**config.mk**
```make
export PLATFORM = sky130hd
export DESIGN_NAME = cscan_disk_request_scheduler_unit
export DESIGN_NICKNAME = d
export VERILOG_FILES = /design/src/csds_pkg.sv /design/src/cscan_disk_request_scheduler_unit.sv /design/src/csds_cell.sv
export SDC_FILE = /design/constraint.sdc
export NUM_CORES = 2
export LEC_CHECK = 0
export BUFFER_PORTS_ARGS = -buffer_cell sky130_fd_sc_hd__buf_2
export CAP_MARGIN = 20
export CORE_UTILIZATION = 36
export CTS_CLUSTER_SIZE = 40
export DETAILED_ROUTE_END_ITERATION = 10
export SLEW_MARGIN = 20
export SYNTH_ARGS = -nofsm -noshare
export SYNTH_HDL_FRONTEND = slang
export SYNTH_HIERARCHICAL = 1
export SYNTH_SLANG_ARGS = --single-unit
```
**constraint.sdc**
```tcl
create_clock -name clk_i -period 4.5 [get_ports clk_i]
set_input_delay 0.9 -clock clk_i [delete_from_list [all_inputs] [get_ports clk_i]]
set_output_delay 0.9 -clock clk_i [all_outputs]
set_load 0.005 [all_outputs]
```
**src/csds_pkg.sv**
```systemverilog
// Shared types and codes for the circular-scan disk request scheduler.
package csds_pkg;

  // Opcode carried in the input tuser bit
  localparam logic OP_REQUEST = 1'b0;
  localparam logic OP_RELEASE = 1'b1;

  // Flags that travel with the scan token from cell to cell
  typedef struct packed {
    logic active;      // token is in this stage
    logic have_above;  // a pending slot at or above the current track was found
    logic have_low;    // a pending slot was found at all
    logic have_free;   // an empty slot was found
  } scan_flags_t;

  // Slot write command broadcast to every cell
  typedef struct packed {
    logic en;   // write the addressed slot
    logic set;  // 1: park a request, 0: retire the slot
  } slot_wr_t;

endpackage

```
**src/cscan_disk_request_scheduler_unit.sv**
```systemverilog
// Top level of the circular-scan disk request scheduler: control and the chain of slot cells.
//
// channel  direction  tdata (lowest bit up)                                    tuser
// s_axis   in         track, requester, zero pad to bytes                      opcode
// m_axis   out        grant_valid, grant_id, grant_track, disk_busy, rejected,  -
//                     zero pad to bytes
//
// Idle-disk request: the grant goes from the input into the result registers and then
// into the output register on retire. Other transactions walk a search token through the
// PENDING_DEPTH slot cells, one cell a cycle; the tail result is registered, then retired
// to the output register. The input opens again in the same cycle as the result turns valid.
// One transaction is in work at a time; a result waiting for m_axis_tready_i
// stalls only the retire of the next one. Reset clears the disk state and all slot valid bits.
module cscan_disk_request_scheduler_unit #(
  parameter int PENDING_DEPTH = 16,
  parameter int TRACK_WIDTH   = 16,
  parameter int OWNER_WIDTH   = 4
) (
  input  logic                 clk_i,
  input  logic                 rst_ni,
  input  logic                 s_axis_tvalid_i,
  output logic                 s_axis_tready_o,
  // track, requester, zero pad
  input  logic [((TRACK_WIDTH+OWNER_WIDTH+7)/8)*8-1:0] s_axis_tdata_i,
  // opcode
  input  logic                 s_axis_tuser_i,
  output logic                 m_axis_tvalid_o,
  input  logic                 m_axis_tready_i,
  // grant_valid, grant_id, grant_track, disk_busy, rejected, zero pad
  output logic [((TRACK_WIDTH+OWNER_WIDTH+3+7)/8)*8-1:0] m_axis_tdata_o
);

  localparam int IdxW      = $clog2(PENDING_DEPTH);
  localparam int OutFieldW = TRACK_WIDTH + OWNER_WIDTH + 3;
  localparam int OutDataW  = ((OutFieldW + 7) / 8) * 8;
  localparam int GidLsb    = 1;
  localparam int GtrkLsb   = 1 + OWNER_WIDTH;
  localparam int BusyBit   = 1 + OWNER_WIDTH + TRACK_WIDTH;
  localparam int RejBit    = BusyBit + 1;

  localparam logic [1:0] ST_IDLE = 2'd0;
  localparam logic [1:0] ST_SCAN = 2'd1;
  localparam logic [1:0] ST_DONE = 2'd2;

  logic [1:0] state_q;

  // disk state
  logic                   busy_q;
  logic [TRACK_WIDTH-1:0] cur_track_q;

  // latched transaction
  logic                   in_op_q;
  logic [TRACK_WIDTH-1:0] in_track_q;
  logic [OWNER_WIDTH-1:0] in_owner_q;
  logic                   start_q;

  // finished result waiting for the output register
  logic                   res_gv_q, res_gv_d;
  logic [OWNER_WIDTH-1:0] res_gid_q, res_gid_d;
  logic [TRACK_WIDTH-1:0] res_gtrk_q, res_gtrk_d;
  logic                   res_busy_q, res_busy_d;
  logic                   res_rej_q, res_rej_d;
  csds_pkg::slot_wr_t     res_wr_q, res_wr_d;
  logic [IdxW-1:0]        res_idx_q, res_idx_d;

  // output register
  logic                   m_valid_q;
  logic [OutDataW-1:0]    m_data_q, m_data_d;

  logic s_accept, out_free, retire;
  logic [TRACK_WIDTH-1:0] s_track;
  logic [OWNER_WIDTH-1:0] s_owner;
  csds_pkg::slot_wr_t     cell_wr;

  // chain links; entry 0 feeds the first cell, the last entry is the tail
  csds_pkg::scan_flags_t  ch_flags       [PENDING_DEPTH+1];
  logic [IdxW-1:0]        ch_above_idx   [PENDING_DEPTH+1];
  logic [TRACK_WIDTH-1:0] ch_above_track [PENDING_DEPTH+1];
  logic [OWNER_WIDTH-1:0] ch_above_owner [PENDING_DEPTH+1];
  logic [IdxW-1:0]        ch_low_idx     [PENDING_DEPTH+1];
  logic [TRACK_WIDTH-1:0] ch_low_track   [PENDING_DEPTH+1];
  logic [OWNER_WIDTH-1:0] ch_low_owner   [PENDING_DEPTH+1];
  logic [IdxW-1:0]        ch_free_idx    [PENDING_DEPTH+1];

  assign s_track  = s_axis_tdata_i[TRACK_WIDTH-1:0];
  assign s_owner  = s_axis_tdata_i[TRACK_WIDTH +: OWNER_WIDTH];
  assign s_axis_tready_o = (state_q == ST_IDLE);
  assign s_accept = s_axis_tvalid_i && s_axis_tready_o;
  assign out_free = !m_valid_q || m_axis_tready_i;
  assign retire   = (state_q == ST_DONE) && out_free;

  // Inject a fresh token at the head of the chain
  assign ch_flags[0]       = '{active: start_q, have_above: 1'b0, have_low: 1'b0,
                               have_free: 1'b0};
  assign ch_above_idx[0]   = '0;
  assign ch_above_track[0] = '0;
  assign ch_above_owner[0] = '0;
  assign ch_low_idx[0]     = '0;
  assign ch_low_track[0]   = '0;
  assign ch_low_owner[0]   = '0;
  assign ch_free_idx[0]    = '0;

  // Apply the slot write only as the result retires
  always_comb begin
    cell_wr     = res_wr_q;
    cell_wr.en  = res_wr_q.en && retire;
  end

  for (genvar gi = 0; gi < PENDING_DEPTH; gi++) begin : g_cell
    csds_cell #(
      .TRACK_WIDTH (TRACK_WIDTH),
      .OWNER_WIDTH (OWNER_WIDTH),
      .IDX_WIDTH   (IdxW),
      .CELL_IDX    (gi)
    ) u_cell (
      .clk_i         (clk_i),
      .rst_ni        (rst_ni),
      .cur_track_i   (cur_track_q),
      .wr_i          (cell_wr),
      .wr_idx_i      (res_idx_q),
      .wr_track_i    (in_track_q),
      .wr_owner_i    (in_owner_q),
      .flags_i       (ch_flags[gi]),
      .above_idx_i   (ch_above_idx[gi]),
      .above_track_i (ch_above_track[gi]),
      .above_owner_i (ch_above_owner[gi]),
      .low_idx_i     (ch_low_idx[gi]),
      .low_track_i   (ch_low_track[gi]),
      .low_owner_i   (ch_low_owner[gi]),
      .free_idx_i    (ch_free_idx[gi]),
      .flags_o       (ch_flags[gi+1]),
      .above_idx_o   (ch_above_idx[gi+1]),
      .above_track_o (ch_above_track[gi+1]),
      .above_owner_o (ch_above_owner[gi+1]),
      .low_idx_o     (ch_low_idx[gi+1]),
      .low_track_o   (ch_low_track[gi+1]),
      .low_owner_o   (ch_low_owner[gi+1]),
      .free_idx_o    (ch_free_idx[gi+1])
    );
  end

  // Form the result from the tail of the chain (or from the input for an idle grant)
  always_comb begin
    res_gv_d   = 1'b0;
    res_gid_d  = '0;
    res_gtrk_d = '0;
    res_busy_d = busy_q;
    res_rej_d  = 1'b0;
    res_wr_d   = '0;
    res_idx_d  = '0;
    if (state_q == ST_IDLE) begin
      res_gv_d   = 1'b1;
      res_gid_d  = s_owner;
      res_gtrk_d = s_track;
      res_busy_d = 1'b1;
    end else if (in_op_q == csds_pkg::OP_REQUEST) begin
      res_busy_d = 1'b1;
      if (ch_flags[PENDING_DEPTH].have_free) begin
        res_wr_d.en  = 1'b1;
        res_wr_d.set = 1'b1;
        res_idx_d    = ch_free_idx[PENDING_DEPTH];
      end else begin
        res_rej_d = 1'b1;
      end
    end else if (ch_flags[PENDING_DEPTH].have_above) begin
      res_gv_d    = 1'b1;
      res_gid_d   = ch_above_owner[PENDING_DEPTH];
      res_gtrk_d  = ch_above_track[PENDING_DEPTH];
      res_busy_d  = 1'b1;
      res_wr_d.en = 1'b1;
      res_idx_d   = ch_above_idx[PENDING_DEPTH];
    end else if (ch_flags[PENDING_DEPTH].have_low) begin
      res_gv_d    = 1'b1;
      res_gid_d   = ch_low_owner[PENDING_DEPTH];
      res_gtrk_d  = ch_low_track[PENDING_DEPTH];
      res_busy_d  = 1'b1;
      res_wr_d.en = 1'b1;
      res_idx_d   = ch_low_idx[PENDING_DEPTH];
    end else begin
      res_busy_d = 1'b0;
    end
  end

  // Pack the output word
  always_comb begin
    m_data_d = '0;
    m_data_d[0] = res_gv_q;
    m_data_d[GidLsb +: OWNER_WIDTH]  = res_gid_q;
    m_data_d[GtrkLsb +: TRACK_WIDTH] = res_gtrk_q;
    m_data_d[BusyBit] = res_busy_q;
    m_data_d[RejBit]  = res_rej_q;
  end

  // Sequence one transaction: accept, scan, retire
  always_ff @(posedge clk_i or negedge rst_ni) begin
    if (!rst_ni) begin
      state_q     <= ST_IDLE;
      start_q     <= 1'b0;
      busy_q      <= 1'b0;
      cur_track_q <= '0;
      res_wr_q    <= '0;
      m_valid_q   <= 1'b0;
    end else begin
      start_q <= 1'b0;
      case (state_q)
        ST_IDLE: begin
          if (s_accept) begin
            if ((s_axis_tuser_i == csds_pkg::OP_REQUEST) && !busy_q) begin
              res_wr_q <= '0;
              state_q  <= ST_DONE;
            end else begin
              start_q <= 1'b1;
              state_q <= ST_SCAN;
            end
          end
        end
        ST_SCAN: begin
          if (ch_flags[PENDING_DEPTH].active) begin
            res_wr_q <= res_wr_d;
            state_q  <= ST_DONE;
          end
        end
        ST_DONE: begin
          if (out_free) begin
            busy_q <= res_busy_q;
            if (res_gv_q) begin
              cur_track_q <= res_gtrk_q;
            end
            state_q <= ST_IDLE;
          end
        end
        default: begin
          state_q <= ST_IDLE;
        end
      endcase

      // hold the result until the sink takes it
      if (retire) begin
        m_valid_q <= 1'b1;
      end else if (m_axis_tready_i) begin
        m_valid_q <= 1'b0;
      end
    end
  end

  // Payload registers
  always_ff @(posedge clk_i) begin
    if (s_accept) begin
      in_op_q    <= s_axis_tuser_i;
      in_track_q <= s_track;
      in_owner_q <= s_owner;
    end
    if ((s_accept && (s_axis_tuser_i == csds_pkg::OP_REQUEST) && !busy_q) ||
        ((state_q == ST_SCAN) && ch_flags[PENDING_DEPTH].active)) begin
      res_gv_q   <= res_gv_d;
      res_gid_q  <= res_gid_d;
      res_gtrk_q <= res_gtrk_d;
      res_busy_q <= res_busy_d;
      res_rej_q  <= res_rej_d;
      res_idx_q  <= res_idx_d;
    end
    if (retire) begin
      m_data_q <= m_data_d;
    end
  end

  assign m_axis_tvalid_o = m_valid_q;
  assign m_axis_tdata_o  = m_data_q;

`ifndef ASSERT_OFF
  // the search token reaches the tail only while a scan is in progress
  assert property (@(posedge clk_i) disable iff (!rst_ni)
    ch_flags[PENDING_DEPTH].active |-> (state_q == ST_SCAN))
    else $error("scan token at chain tail outside of a scan");

  // a new result appears only from the retire step
  assert property (@(posedge clk_i) disable iff (!rst_ni)
    $rose(m_valid_q) |-> $past(state_q == ST_DONE))
    else $error("result raised without a retired transaction");

  // a dropped request implies the disk stays held
  assert property (@(posedge clk_i) disable iff (!rst_ni)
    (m_valid_q && m_data_q[RejBit]) |-> (m_data_q[BusyBit] && !m_data_q[0]))
    else $error("rejected result with idle disk or a grant");

  // the input side is closed while a transaction is in work
  assert property (@(posedge clk_i) disable iff (!rst_ni)
    s_accept |=> !s_axis_tready_o)
    else $error("second transaction accepted during work");
`endif

endmodule

```
**src/csds_cell.sv**
```systemverilog
// One pending-request slot plus one stage of the circular-scan search chain.
module csds_cell #(
  parameter int TRACK_WIDTH = 16,
  parameter int OWNER_WIDTH = 4,
  parameter int IDX_WIDTH   = 4,
  parameter int CELL_IDX    = 0
) (
  input  logic                    clk_i,
  input  logic                    rst_ni,
  // current head position used by the above-or-equal compare
  input  logic [TRACK_WIDTH-1:0]  cur_track_i,
  // slot write command
  input  csds_pkg::slot_wr_t      wr_i,
  input  logic [IDX_WIDTH-1:0]    wr_idx_i,
  input  logic [TRACK_WIDTH-1:0]  wr_track_i,
  input  logic [OWNER_WIDTH-1:0]  wr_owner_i,
  // search token from the previous cell
  input  csds_pkg::scan_flags_t   flags_i,
  input  logic [IDX_WIDTH-1:0]    above_idx_i,
  input  logic [TRACK_WIDTH-1:0]  above_track_i,
  input  logic [OWNER_WIDTH-1:0]  above_owner_i,
  input  logic [IDX_WIDTH-1:0]    low_idx_i,
  input  logic [TRACK_WIDTH-1:0]  low_track_i,
  input  logic [OWNER_WIDTH-1:0]  low_owner_i,
  input  logic [IDX_WIDTH-1:0]    free_idx_i,
  // search token to the next cell
  output csds_pkg::scan_flags_t   flags_o,
  output logic [IDX_WIDTH-1:0]    above_idx_o,
  output logic [TRACK_WIDTH-1:0]  above_track_o,
  output logic [OWNER_WIDTH-1:0]  above_owner_o,
  output logic [IDX_WIDTH-1:0]    low_idx_o,
  output logic [TRACK_WIDTH-1:0]  low_track_o,
  output logic [OWNER_WIDTH-1:0]  low_owner_o,
  output logic [IDX_WIDTH-1:0]    free_idx_o
);

  localparam logic [IDX_WIDTH-1:0] MyIdx = IDX_WIDTH'(CELL_IDX);

  logic                   valid_q;
  logic [TRACK_WIDTH-1:0] track_q;
  logic [OWNER_WIDTH-1:0] owner_q;

  logic take_above, take_low, take_free;

  csds_pkg::scan_flags_t  flags_d, flags_q;
  logic [IDX_WIDTH-1:0]   above_idx_d, above_idx_q;
  logic [TRACK_WIDTH-1:0] above_track_d, above_track_q;
  logic [OWNER_WIDTH-1:0] above_owner_d, above_owner_q;
  logic [IDX_WIDTH-1:0]   low_idx_d, low_idx_q;
  logic [TRACK_WIDTH-1:0] low_track_d, low_track_q;
  logic [OWNER_WIDTH-1:0] low_owner_d, low_owner_q;
  logic [IDX_WIDTH-1:0]   free_idx_d, free_idx_q;

  // Hold the slot; update it only on an addressed write
  always_ff @(posedge clk_i or negedge rst_ni) begin
    if (!rst_ni) begin
      valid_q <= 1'b0;
    end else if (wr_i.en && (wr_idx_i == MyIdx)) begin
      valid_q <= wr_i.set;
    end
  end

  always_ff @(posedge clk_i) begin
    if (wr_i.en && wr_i.set && (wr_idx_i == MyIdx)) begin
      track_q <= wr_track_i;
      owner_q <= wr_owner_i;
    end
  end

  // Compare this slot against the best so far; strict less keeps the lower slot on ties
  always_comb begin
    take_low   = valid_q && (!flags_i.have_low || (track_q < low_track_i));
    take_above = valid_q && (track_q >= cur_track_i) &&
                 (!flags_i.have_above || (track_q < above_track_i));
    take_free  = !valid_q && !flags_i.have_free;

    flags_d            = flags_i;
    flags_d.have_low   = flags_i.have_low | take_low;
    flags_d.have_above = flags_i.have_above | take_above;
    flags_d.have_free  = flags_i.have_free | take_free;

    above_idx_d   = take_above ? MyIdx   : above_idx_i;
    above_track_d = take_above ? track_q : above_track_i;
    above_owner_d = take_above ? owner_q : above_owner_i;
    low_idx_d     = take_low   ? MyIdx   : low_idx_i;
    low_track_d   = take_low   ? track_q : low_track_i;
    low_owner_d   = take_low   ? owner_q : low_owner_i;
    free_idx_d    = take_free  ? MyIdx   : free_idx_i;
  end

  // Advance the token to the next stage
  always_ff @(posedge clk_i or negedge rst_ni) begin
    if (!rst_ni) begin
      flags_q <= '0;
    end else begin
      flags_q <= flags_d;
    end
  end

  always_ff @(posedge clk_i) begin
    above_idx_q   <= above_idx_d;
    above_track_q <= above_track_d;
    above_owner_q <= above_owner_d;
    low_idx_q     <= low_idx_d;
    low_track_q   <= low_track_d;
    low_owner_q   <= low_owner_d;
    free_idx_q    <= free_idx_d;
  end

  assign flags_o       = flags_q;
  assign above_idx_o   = above_idx_q;
  assign above_track_o = above_track_q;
  assign above_owner_o = above_owner_q;
  assign low_idx_o     = low_idx_q;
  assign low_track_o   = low_track_q;
  assign low_owner_o   = low_owner_q;
  assign free_idx_o    = free_idx_q;

endmodule

```
==> impl_metrics.csv <==
group,metric,value,unit
status,outcome,"finished, final reports clean",
timing,tightestPinTransition,1171,ps
final_layout,layout-drive-gt1-share,21.05,%
timing,post-route-period-util,81.21,%
floorplanning,initial_cell_density_of_the_core,36.34,%
logic_synthesis,post_synthesis_mean_instance_area,12.13,um^2
timing,maxSlewHeadroom,21.91,%
route,detail_route.first_pass.iterations,5,
timing,fin_tns_setup,0,ps
timing,slew_violations,0,
floorplanning,core.rowCount,153,
floorplanning,die_h,421.6,um
logic_synthesis,synth.yosys.seq_area_share,48.88,%
logic_synthesis,synth_top_cells_by_area,"dfxtp_1, edfxtp_1, ha_1",
cts,cts.repair.resized,0,
cts,cts_inserted_buffers,137,
cts,clk_pin_slew_worst_paths,60,ps
critical_path,required,5170,ps
final_layout,final_design_area_no_fill,0.07107,mm^2
logic_synthesis,synth_largest_area_cell,"dfxtp_1",
critical_path,reg2reg_slack,850,ps
logic_synthesis,synth_cells,5226,
global_route,grt_first_pass_wirelength,223200,um
critical_path,crit-reg2reg-launch,"cur_track_q[4]$_DFFE_PN0P_",
floorplanning,io-pin-count,55,
floorplanning,placeableCoreArea,0.1744,mm^2
critical_path,rr_worst_depth,9,
timing,fin_skew,35.60,ps
global_route,grt_pass1_vias,38110,
timing,final.min_clock_period,3654,ps
pwr,peakVddDrop,0.4095,mV
global_route,grt_overflow,0,
global_route,grt_antenna_before_repair,4,
route,avgRoutedWirePerCell,18.35,um
final_layout,sequential_cell_area,0.03097,mm^2
logic_synthesis,synth_cell_types,55,
logic_synthesis,synth-warning-count,6,
floorplanning,dieWidth,421.6,um
place,rd_place_congestion,0.8853,
place,dp_hpwl,112300,um
critical_path,cp_max_fo,15,
logic_synthesis,synth_enable_flop_cells,391,
route,drt.antenna.violating_nets,0,
pwr,power.leakage,31.75,nW
cts,tritoncts_sink_count,1326,
pwr,p_per_area,460.2,mW/mm^2
logic_synthesis,synth_top_cell_area_share,26.28,%
logic_synthesis,most_used_dff_post_synth,"dfxtp_1",
route,vias,37470,
floorplanning,floorplan.die_area,0.1777,mm^2
logic_synthesis,synth_seq_cells,1326,
logic_synthesis,combined_area_of_all_synthesized_cells,0.06337,mm^2
route,route.final.wire_length,145700,um
place,postPlaceCellArea,0.06630,mm^2
cts,clock_tree_from_tritoncts,"built",
timing,finalSetupViolCount,0,
job,drv.max_cap_violation_count,0,
worst_hold_path,min-delay-path-class,"input pin to asynchronous set/reset pin",
cts,ctsHoldBuffers,0,
logic_synthesis,postSynth.asyncResetShare,7.768,%
global_route,gr-usage-all-layers,16.25,%
critical_path,endpoint_kind,"register",
route,viasPerCell,4.718,
cts,worst_skew_pair.late_latency,790,ps
final_layout,multiInputGateArea,0.02833,mm^2
cts,cts_max_path_buffers,3,
timing,finalHoldViolations,0,
cts,htreeDepth,4,
critical_path,worst-setup-path-type,"register to register",
critical_path,reg2reg_to,"g_cell[4].u_cell/above_track_o[15]$_DFF_P_",
final_layout,finish.net_count,6263,
critical_path,worst_endpoint_data_arrival_time,4320,ps
final_layout,layout.filler_cells,16340,
cts,post_cts_buffers,0,
route,remaining_routing_drc_violations,0,
place,numPortBuffers,49,
timing,max_freq,273.6,MHz
route,initialDrtViolationCount,1747,
final_layout,flow.area_growth_from_synthesis,12.15,%
global_route,grt_start_max_net_pins,88,
cts,ctsRootBufferMaster,"clkbuf_16",
timing,rsz0062_at_grt,"false",
critical_path,setup_crit_start_kind,"register",
-- synthesized netlist by cell type, types with 10 or more instances --
cell type,instances
dfxtp_1,832
inv_1,763
ha_1,736
mux2_4,511
edfxtp_1,391
a21oi_1,291
o21ai_0,202
nand2_1,201
nor2b_1,162
mux2_2,146
dfrtp_1,103
or2_2,96
nand2b_1,83
nor2_1,69
nand4_1,60
a21o_1,54
buf_6,49
o21ai_1,41
a22oi_1,38
buf_12,37
and4_1,32
nand3_1,32
or2_1,30
and2_1,22
and3_1,21
buf_2,20
o21a_1,19
nor3_1,18
a2111oi_0,17
a2111oi_2,17
nor4_1,17
a21oi_2,16
o2111a_1,16
or3b_1,16
a2111o_1,15
a31oi_1,15
buf_8,10
-- sequential cells by signal (all words and copies together) (netlist names), 23 cells and up --
signal,flops
g_cell.u_cell/above_track_o,256
g_cell.u_cell/low_track_o,256
g_cell.u_cell/track_q,256
g_cell.u_cell/above_idx_o,64
g_cell.u_cell/above_owner_o,64
g_cell.u_cell/flags_o,64
g_cell.u_cell/free_idx_o,64
g_cell.u_cell/low_idx_o,64
g_cell.u_cell/low_owner_o,64
g_cell.u_cell/owner_q,64
m_axis_tdata_o,23
-- worst max-delay path, cell delays in order, from the launching register on --
cell	delay, ps
dfrtp_1	950
inv_1	130
ha_1	330
nand2_1	50
nor2_1	90
a31oi_1	170
o21ai_1	190
and3_1	960
buf_4	300
mux2_2	330
-- logic make-up (layout without fill, tap and decap cells) --
kind of cell	Yosys count	count (layout)	synth area share [%]
DFF	1326	1326	48.88
buffers and inverters	887	1184	7.007
and+or+nand+nor	869	869	7.662
AOI/OAI and AO/OA	749	749	7.198
adders and majority gates	736	736	14.53
muxes	658	658	14.72
other	1	95	0.005917
-- cells in the final DEF, fill, tap and decap left out, types with 38 or more instances in the layout --
cell type	count
dfxtp_1	832
inv_1	763
ha_1	736
mux2_4	511
edfxtp_1	391
a21oi_1	291
nand2_1	201
o21ai_0	201
nor2b_1	161
mux2_2	146
clkbuf_16	145
buf_4	108
dfrtp_1	103
or2_2	96
conb_1	93
nand2b_1	83
nand4_1	60
nor2_1	59
a21o_1	54
buf_2	48
o21ai_1	41
a22oi_1	38
-- metal layers --
metal,GRT usage (%),share of wire [%]
met5,0,0
met3,2.407,3.3
met1,19.30,43
met2,29.49,51
met4,5.824,3.1
-- power by group --
| part | internal (W) | switching, W | total [W] |
|---|---|---|---|
| registers | 0.0135 | 0.000988 | 0.0145 |
| clock network | 0.00700 | 0.00478 | 0.0118 |
| logic | 0.00287 | 0.00355 | 0.00642 |
| total | 0.0234 | 0.00931 | 0.0327 |
-- area by class of cell --
type / count / share of cell area (%)
multi-input combinational: 3105 / 39.87
antenna: 2 / 0.007042
sequential: 1326 / 43.58
timing repair buffer: 165 / 1.720
tap: 2325 / 4.093
clock buffer: 199 / 5.700
clock inverter: 57 / 0.9999
inverter: 763 / 4.030
-- how the worst max path moves through the flow --
stage	startpoint	depth (start not counted)	end	slack, ps
after global routing	cur_track_q[5]$_DFFE_PN0P_	9	g_cell[4].u_cell/above_track_o[15]$_DFF_P_	780
after CTS	g_cell[4].u_cell/track_q[1]$_DFFE_PP_	7	g_cell[4].u_cell/above_track_o[15]$_DFF_P_	880
after floorplan	m_axis_tready_i	5	g_cell[11].u_cell/owner_q[0]$_DFFE_PP_	320
after global placement	cur_track_q[5]$_DFFE_PN0P_	9	g_cell[4].u_cell/above_track_o[15]$_DFF_P_	880
after detailed placement	g_cell[4].u_cell/track_q[1]$_DFFE_PP_	7	g_cell[4].u_cell/above_track_o[15]$_DFF_P_	890
final	cur_track_q[4]$_DFFE_PN0P_	9	g_cell[4].u_cell/above_track_o[15]$_DFF_P_	850
-- through the flow --
step / worst slack (ps) / power (W) / util [%] / instances / hold WS (ps)
3_5_place_dp: 891.5 / 0.02119 / 38.02 / 7684 / 337.1
4_1_cts: 882.3 / 0.03304 / 40.75 / 7940 / 211.6
6_report: 845.6 / 0.03271 / 40.75 / 7942 / 215.1
5_1_grt: 779.0 / 0.03441 / 40.75 / 7941 / 250.5
2_1_floorplan: 323.6 / 0.01848 / - / 5318 / 331.2
3_3_place_gp: 875.3 / 0.02094 / 38.02 / 7684 / 332.3
(Power assumes the default switching activity.)
